==> src/rtl/pstf_pkg.sv <==
// ----------------------------------------------------------------------------
// pstf_pkg
// Shared types, register codes and helpers of the PCM sample to float block.
// ----------------------------------------------------------------------------
package pstf_pkg;

  localparam int unsigned WordW  = 32;
  localparam int unsigned ByteW  = 8;
  localparam int unsigned MantW  = 24;
  localparam int unsigned ProdW  = 2 * MantW;
  localparam int unsigned ExpW   = 11;

  localparam logic [1:0] RegSampleBytes = 2'd0;
  localparam logic [1:0] RegBigEndian   = 2'd1;
  localparam logic [1:0] RegFloatMode   = 2'd2;
  localparam logic [1:0] RegGainBits    = 2'd3;

  localparam logic [2:0]       SampleBytesRst = 3'd2;
  localparam logic [WordW-1:0] GainBitsRst    = 32'h3000_0000;
  localparam logic [WordW-1:0] QNanBits       = 32'h7FC0_0000;

  // product handed to the round stage
  typedef struct packed {
    logic                   sign;
    logic                   nan;
    logic                   inf;
    logic                   zero;
    logic signed [ExpW-1:0] exp;
    logic [ProdW-1:0]       prod;
  } prod_t;

  // leading zero count, 32 for an all-zero word
  function automatic logic [5:0] lzc32(input logic [WordW-1:0] v);
    logic [5:0] cnt;
    cnt = 6'd32;
    for (int i = 0; i < 32; i++) begin
      if (v[i]) begin
        cnt = 6'(31 - i);
      end
    end
    return cnt;
  endfunction

endpackage

==> src/rtl/pstf_round.sv <==
// ----------------------------------------------------------------------------
// pstf_round
// Normalizes and rounds a 48-bit significand product to single precision.
// ----------------------------------------------------------------------------
module pstf_round
  import pstf_pkg::*;
(
  input  prod_t             prod_i,
  output logic [WordW-1:0]  bits_o
);

  logic                   top;
  logic [ProdW-1:0]       pn;
  logic signed [ExpW-1:0] e;
  logic signed [ExpW-1:0] sh_s;
  logic [5:0]             sh;
  logic [ProdW-1:0]       den;
  logic [ProdW-1:0]       mask;
  logic                   lost;
  logic [30:0]            field;
  logic                   grd;
  logic                   stk;
  logic [30:0]            rnd;

  always_comb begin
    top  = prod_i.prod[ProdW-1];
    pn   = top ? prod_i.prod : (prod_i.prod << 1);
    e    = prod_i.exp - (top ? ExpW'(0) : ExpW'(1));
    sh_s = ExpW'(1) - e;
    sh   = (sh_s > $signed(ExpW'(49))) ? 6'd49 : sh_s[5:0];
    mask = ProdW'((49'(1) << sh) - 49'(1));
    den  = pn >> sh;
    lost = |(pn & mask);
    if (e > $signed(ExpW'(0))) begin
      field = {e[7:0], pn[46:24]};
      grd   = pn[23];
      stk   = |pn[22:0];
    end else begin
      field = {8'd0, den[46:24]};
      grd   = den[23];
      stk   = (|den[22:0]) | lost;
    end
    // carry out of the fraction bumps the exponent, up to infinity
    rnd = field + 31'(grd & (stk | field[0]));
    if (prod_i.nan) begin
      bits_o = QNanBits;
    end else if (prod_i.inf) begin
      bits_o = {prod_i.sign, 8'hFF, 23'd0};
    end else if (prod_i.zero) begin
      bits_o = {prod_i.sign, 31'd0};
    end else if (e > $signed(ExpW'(254))) begin
      bits_o = {prod_i.sign, 8'hFF, 23'd0};
    end else begin
      bits_o = {prod_i.sign, rnd};
    end
  end

endmodule

==> src/rtl/pcm_sample_to_float.sv <==
// ----------------------------------------------------------------------------
// pcm_sample_to_float
// Packed PCM sample bytes to IEEE single precision, with gain.
// ----------------------------------------------------------------------------
// Four-stage pipeline: byte assembly, integer to float with gain unpacking,
// 24x24 significand multiply, then normalize and round to nearest even. One
// sample is taken every cycle while the output register is empty or being taken.
// The whole pipeline advances together whenever the output register is empty
// or being taken. Configuration is written with a valid/ready handshake whose
// ready is tied high, and must only change while the pipeline is empty.
module pcm_sample_to_float
  import pstf_pkg::*;
(
  input  logic             clk_i,
  input  logic             rst_ni,
  input  logic             cfg_valid_i,
  output logic             cfg_ready_o,
  input  logic [1:0]       cfg_index_i,
  input  logic [WordW-1:0] cfg_data_i,
  input  logic             in_valid_i,
  output logic             in_ready_o,
  input  logic [WordW-1:0] raw_bytes_i,
  input  logic             last_sample_i,
  output logic             out_valid_o,
  input  logic             out_ready_i,
  output logic [WordW-1:0] sample_value_o,
  output logic             last_out_o
);

  logic [2:0]       sample_bytes_q;
  logic             big_endian_q;
  logic             float_mode_q;
  logic [WordW-1:0] gain_bits_q;

  logic en;

  // stage a
  logic             a_valid_q;
  logic [WordW-1:0] a_bits_q, a_bits_d;
  logic             a_last_q;
  // stage b
  logic             b_valid_q;
  logic [WordW-1:0] b_bits_q;
  logic             b_last_q;
  logic             b_xsign_q, b_xzero_q;
  logic [7:0]       b_xexp_q, b_xexp_d;
  logic [22:0]      b_xfrac_q, b_xfrac_d;
  logic             b_gsign_q, b_gnan_q, b_ginf_q, b_gzero_q;
  logic [MantW-1:0] b_gmant_q, b_gmant_d;
  logic signed [9:0] b_gexp_q, b_gexp_d;
  // stage c
  logic             c_valid_q;
  logic [WordW-1:0] c_bits_q;
  logic             c_last_q;
  prod_t            c_prod_q, c_prod_d;
  // output
  logic             out_valid_q;
  logic [WordW-1:0] out_bits_q;
  logic             out_last_q;
  logic [WordW-1:0] rnd_bits;

  assign cfg_ready_o = 1'b1;
  assign en          = !out_valid_q || out_ready_i;
  assign in_ready_o  = en;

  always_ff @(posedge clk_i or negedge rst_ni) begin
    if (!rst_ni) begin
      sample_bytes_q <= SampleBytesRst;
      big_endian_q   <= 1'b0;
      float_mode_q   <= 1'b0;
      gain_bits_q    <= GainBitsRst;
    end else if (cfg_valid_i) begin
      case (cfg_index_i)
        RegSampleBytes: sample_bytes_q <= cfg_data_i[2:0];
        RegBigEndian:   big_endian_q   <= cfg_data_i[0];
        RegFloatMode:   float_mode_q   <= cfg_data_i[0];
        RegGainBits:    gain_bits_q    <= cfg_data_i;
        default: ;
      endcase
    end
  end

  // byte assembly, left aligned
  logic [2:0]       nb;
  logic [WordW-1:0] rev;
  always_comb begin
    nb = sample_bytes_q;
    if (nb == 3'd0) nb = 3'd1;
    if (nb > 3'd4) nb = 3'd4;
    rev = {raw_bytes_i[7:0], raw_bytes_i[15:8], raw_bytes_i[23:16], raw_bytes_i[31:24]};
    if (big_endian_q) begin
      a_bits_d = rev & ~(WordW'(32'hFFFF_FFFF) >> (6'(nb) * 6'(ByteW)));
    end else begin
      a_bits_d = raw_bytes_i << (6'd32 - 6'(nb) * 6'(ByteW));
    end
  end

  // integer to float, gain unpacking
  logic             xs;
  logic [WordW-1:0] mag, norm;
  logic [5:0]       lz, lzg;
  logic [30:0]      xf;
  logic [7:0]       gexp;
  logic [22:0]      gfrac;
  always_comb begin
    xs        = a_bits_q[WordW-1];
    mag       = xs ? (~a_bits_q + WordW'(1)) : a_bits_q;
    lz        = lzc32(mag);
    norm      = mag << lz[4:0];
    xf        = {8'(9'd158 - 9'(lz)), norm[30:8]};
    xf        = xf + 31'(norm[7] & ((|norm[6:0]) | norm[8]));
    b_xexp_d  = xf[30:23];
    b_xfrac_d = xf[22:0];
    gexp      = gain_bits_q[30:23];
    gfrac     = gain_bits_q[22:0];
    lzg       = lzc32({9'd0, gfrac}) - 6'd8;
    if (gexp == 8'd0) begin
      b_gmant_d = {1'b0, gfrac} << lzg[4:0];
      b_gexp_d  = 10'sd1 - 10'(lzg);
    end else begin
      b_gmant_d = {1'b1, gfrac};
      b_gexp_d  = 10'(gexp);
    end
  end

  // significand multiply
  always_comb begin
    c_prod_d.sign = b_xsign_q ^ b_gsign_q;
    c_prod_d.nan  = b_gnan_q || (b_ginf_q && b_xzero_q);
    c_prod_d.inf  = b_ginf_q && !b_xzero_q;
    c_prod_d.zero = b_xzero_q || b_gzero_q;
    c_prod_d.exp  = ExpW'(b_xexp_q) + ExpW'(b_gexp_q) - ExpW'(126);
    c_prod_d.prod = ProdW'({1'b1, b_xfrac_q}) * ProdW'(b_gmant_q);
  end

  pstf_round u_round (
    .prod_i (c_prod_q),
    .bits_o (rnd_bits)
  );

  always_ff @(posedge clk_i or negedge rst_ni) begin
    if (!rst_ni) begin
      a_valid_q   <= 1'b0;
      b_valid_q   <= 1'b0;
      c_valid_q   <= 1'b0;
      out_valid_q <= 1'b0;
    end else if (en) begin
      a_valid_q   <= in_valid_i;
      b_valid_q   <= a_valid_q;
      c_valid_q   <= b_valid_q;
      out_valid_q <= c_valid_q;
    end
  end

  always_ff @(posedge clk_i) begin
    if (en) begin
      a_bits_q   <= a_bits_d;
      a_last_q   <= last_sample_i;
      b_bits_q   <= a_bits_q;
      b_last_q   <= a_last_q;
      b_xsign_q  <= xs;
      b_xzero_q  <= (mag == '0);
      b_xexp_q   <= b_xexp_d;
      b_xfrac_q  <= b_xfrac_d;
      b_gsign_q  <= gain_bits_q[31];
      b_gnan_q   <= (gexp == 8'hFF) && (gfrac != '0);
      b_ginf_q   <= (gexp == 8'hFF) && (gfrac == '0);
      b_gzero_q  <= (gexp == 8'd0) && (gfrac == '0);
      b_gmant_q  <= b_gmant_d;
      b_gexp_q   <= b_gexp_d;
      c_bits_q   <= b_bits_q;
      c_last_q   <= b_last_q;
      c_prod_q   <= c_prod_d;
      out_bits_q <= float_mode_q ? c_bits_q : rnd_bits;
      out_last_q <= c_last_q;
    end
  end

  assign out_valid_o    = out_valid_q;
  assign sample_value_o = out_bits_q;
  assign last_out_o     = out_last_q;

`ifndef NO_ASSERTIONS
  // pipeline moves exactly when the output slot frees up
  a_ready_rule: assert property (@(posedge clk_i) disable iff (!rst_ni)
    in_ready_o == (!out_valid_o || out_ready_i))
    else $error("input ready does not follow output slot");

  // integer mode only ever emits the canonical quiet nan
  a_qnan: assert property (@(posedge clk_i) disable iff (!rst_ni)
    (out_valid_o && !float_mode_q && (sample_value_o[30:23] == 8'hFF)
      && (sample_value_o[22:0] != 23'd0)) |-> (sample_value_o == QNanBits))
    else $error("non-canonical nan in integer mode");

  // a result held under stall keeps its value
  a_hold: assert property (@(posedge clk_i) disable iff (!rst_ni)
    (out_valid_o && !out_ready_i) |=> (out_valid_o && $stable(sample_value_o)))
    else $error("stalled result changed");
`endif

endmodule

==> config.mk <==
export PLATFORM = sky130hd
export DESIGN_NAME = pcm_sample_to_float
export DESIGN_NICKNAME = d
export VERILOG_FILES = /design/src/rtl/pstf_pkg.sv /design/src/rtl/pstf_round.sv /design/src/rtl/pcm_sample_to_float.sv
export SDC_FILE = /design/constraint.sdc
export NUM_CORES = 2
export LEC_CHECK = 0
export BUFFER_PORTS_ARGS = -buffer_cell sky130_fd_sc_hd__clkbuf_2
export CORE_ASPECT_RATIO = 1.1
export CORE_UTILIZATION = 70
export CTS_CLUSTER_DIAMETER = 100
export CTS_CLUSTER_SIZE = 20
export DETAILED_ROUTE_END_ITERATION = 10
export PLACE_DENSITY = 0.95
export SETUP_SLACK_MARGIN = 0.3
export SLEW_MARGIN = 40
export SYNTH_ARGS = -nofsm -noshare
export SYNTH_HDL_FRONTEND = slang
export SYNTH_SLANG_ARGS = --single-unit
==> constraint.sdc <==
create_clock -name clk_i -period 22.7 [get_ports clk_i]
set_clock_uncertainty 0.1 [all_clocks]
set_input_delay 1.135 -clock clk_i [delete_from_list [all_inputs] [get_ports clk_i]]
set_output_delay 1.135 -clock clk_i [all_outputs]
set_load 0.01 [all_outputs]
==> metrics.md <==
| Metric | Value |
|---|---|
| Final setup vio count | `0` |
| CTS sink cnt | `305` |
| CP Capture Type | `flop` |
| Yosys Warn Count | `0` |
| Largest net degree at the start of global routing | `~150` |
| Setup TNS Final | `0 ns` |
| Max-cap violations | `0` |
| Core Area | `60000 µm²` |
| Post-CTS Hold Buffers | `0` |
| Fin nets | `5473` |
| Yosys cell types | `117` |
| First-pass DRT Iterations | `9` |
| Period utilisation layout | `0.407` |
| RR Startpoint | `c_prod_q[47]` |
| Gpl congestion | `1.05` |
| Worst Tran Pin Value | `0.975 ns` |
| Total number of vias | `40.0k` |
| GR Util All Layers | `0.483` |
| Vias in the first global route | `40.9k` |
| Max-slew violation total from the final report | `0` |
| Grt total ovfl | `0` |
| Cts repair resizes | `0` |
| Row cnt | `94` |
| Outcome | `completed` |
| Avg WL per Cell | `27.3 µm` |
| Leading area contributor after synthesis | `fa_1` |
| Met3 Track Usage GR | `0.121` |
| Flops & latches, synth | `305` |
| Area Growth Syn to Fin | `4.70%` |
| Internal reg-to-reg setup slack | `~13 ns` |
| Root buffer cell | `clkbuf_16` |
| Via density | `a little over 7` |
| Reg2reg path depth | `27` |
| Share of layout cells above drive strength 1 | `0.0919` |
| Remaining DRCs | `0` |
| HPWL after DPL | `110 mm` |
| Top_reg_cell synth | `edfxtp_1` |
| Reg2reg end | `sample_value_o[22]` |
| Fmax | `108 MHz` |
| DIE HEIGHT | `261 µm` |
| Period minus WS final | `9.23 ns` |
| Post-route ant nets | `0` |
| Clock Path Buffers | `3` |
| CTS tree | `built` |
| CP max FO | `51` |
| Die width | `237 µm` |
| Finished Cell Area | `44600 µm²` |
| Clk slew on worst S/H paths | `0.09 ns` |
| Synth area leaders | `fa_1 (23%), edfxtp_1 (19%), ha_1 (5.9%)` |
| Asr flop ratio synth | `0.134` |
| First-pass GRT wire length | `229 mm` |
| Initial drt markers | `6496` |
| Register area share after synthesis | `0.210` |
| Count leader, synth | `nand2_1` |
| Antenna violations before repair | `5` |
| I/O Buffers | `106` |
| Worst Setup SP | `c_prod_q[47]` |
| Final Hold Fails | `0` |
| # Post-CTS Setup Buffers | `0` |
| Final WL | `150 mm` |
| CP endpoint | `sample_value_o[22]` |
| Met2 Use GR | `0.757` |
| I/O Pins | `108` |
| Hold WC Path Type | `flop to flop` |
| Worst-Skew Late Latency | `0.57 ns` |
| Total die area | `61900 µm²` |
| Worst slew margin | `0.332` |
| Post-synth EDFFs | `264` |
| Critical Path RT | `22.93 ns` |
| Starting density of the core | `0.711` |
| Post-Syn Instances | `4767` |
| Synth top area share | `0.227` |
| Num CTS Buffers | `22` |
| Met1 GRT Util | `0.578` |
| RSZ-0062 raised after global routing | `no` |
| Post-Syn Area per Cell | `8.94 µm²` |
| Post-synth net total | `5522` |
| Synthesized cell area | `roughly 43000 µm²` |
| H-tree depth | `1` |
| Top cells by count, synth | `nand2_1 (623), inv_1 (541), fa_1 (483), edfxtp_1 (264), nor2_1 (259)` |
| Busiest layer in global routing | `met2` |
| Critical path type | `flop to flop` |
| Placement Cell Area | `approximately 44000 µm²` |
| Crit start category | `flop` |
| Critical Path AT | `9.46 ns` |
-- worst min path at each step --
| stage | slack, ns | cells after the start | end | start |
|---|---|---|---|---|
| final | 0.32 | 0 | c_bits_q[5] | b_bits_q[5] |
| after global routing | 0.33 | 0 | c_bits_q[5] | b_bits_q[5] |
| after CTS | 0.32 | 0 | c_bits_q[5] | b_bits_q[5] |
| after detailed placement | 0.30 | 0 | c_bits_q[1] | b_bits_q[1] |
| after global placement | 0.30 | 0 | last_out_o | c_last_q |
| after floorplan | 0.30 | 0 | b_last_q | a_last_q |
-- worst max-delay path, stage by stage (launching register included) --
cell and delay, ns:
edfxtp_1 0.65, buf_6 0.25, clkinv_1 0.27, ha_1 0.38, ha_1 0.30, buf_4 0.50, inv_2 0.37, ha_1 0.40
buf_4 0.25, nor2_1 0.26, o21ai_0 0.13, nand3_1 0.13, o211a_2 0.18, buf_4 0.50, o21ai_2 0.10, buf_4 0.25
a2111oi_0 0.53, a2111oi_0 0.15, a32oi_1 0.50, o221ai_1 0.34, inv_1 0.12, ha_1 0.20, o2111ai_2 0.18, or4_1 0.72
nand4bb_1 0.47, nor3_1 0.34, xor2_1 0.22, o22ai_1 0.11
-- metal layers --
| metal | part of all wire | vias to the layer above |
|---|---|---|
| li1 | - | 16343 |
| met1 | 0.33 | 18881 |
| met2 | 0.45 | 3614 |
| met3 | 0.13 | 1190 |
| met4 | 0.093 | 4 |
| met5 | 0.000080 | - |
-- cell type report --
class / instances / area, µm²
fillers: 3924 / 15300
well taps: 768 / 961
flip-flops and latches: 305 / 8960
diodes: 4 / 10.0
inverters: 547 / 2050
clock inverters: 7 / 87.6
clock buffers: 33 / 634
repair buffers: 227 / 1520
multi-input cells: 3615 / 30400
-- metrics by stage --
step / util / hold WS, ns / instances / setup WS (ns)
detailed placement: 0.730 / 0.305 / 5454 / 13.46
finish: 0.744 / 0.315 / 5506 / 13.47
global route: 0.744 / 0.325 / 5503 / 13.06
floorplan: - / 0.300 / 4767 / 13.86
CTS: 0.742 / 0.318 / 5494 / 13.35
global placement: 0.729 / 0.301 / 5448 / 13.77
-- cell families after synthesis --
kind of cell,count (synthesis),synth area share
simple gates,1587,0.184
compound gates,948,0.152
buf+inv,847,0.0778
fa+ha+maj,683,0.286
flops,305,0.210
mux,225,0.0554
xor+xnor,171,0.0355
other cells,1,0.0000880
-- state kept, by name, summed over array words and instances (netlist names), 3 cells and up --
register        count
gain_bits_q        32
sample_value_o     32
b_xexp_q            8
b_xfrac_q          23
b_gexp_q            9
sample_bytes_q      3
b_gmant_q          24
a_bits_q           32
c_bits_q           32
b_bits_q           32
c_prod_q           63
-- placed cells by master, fill, tap and decap left out, drive strengths merged, types with 77 or more instances in the layout --
master and n:
a21oi 181, buf 120, ha 200, nor3 98
edfxtp 264, nor2 263, and2 233, mux2 77
nand2 623, clkbuf 140, mux2i 147, fa 483
o21ai 227, inv 548, nand3 86, xnor2 118
Power is left out: the tool's default activity adds up to more than one toggle a clock period on the data nets, which glitch-free logic cannot reach.
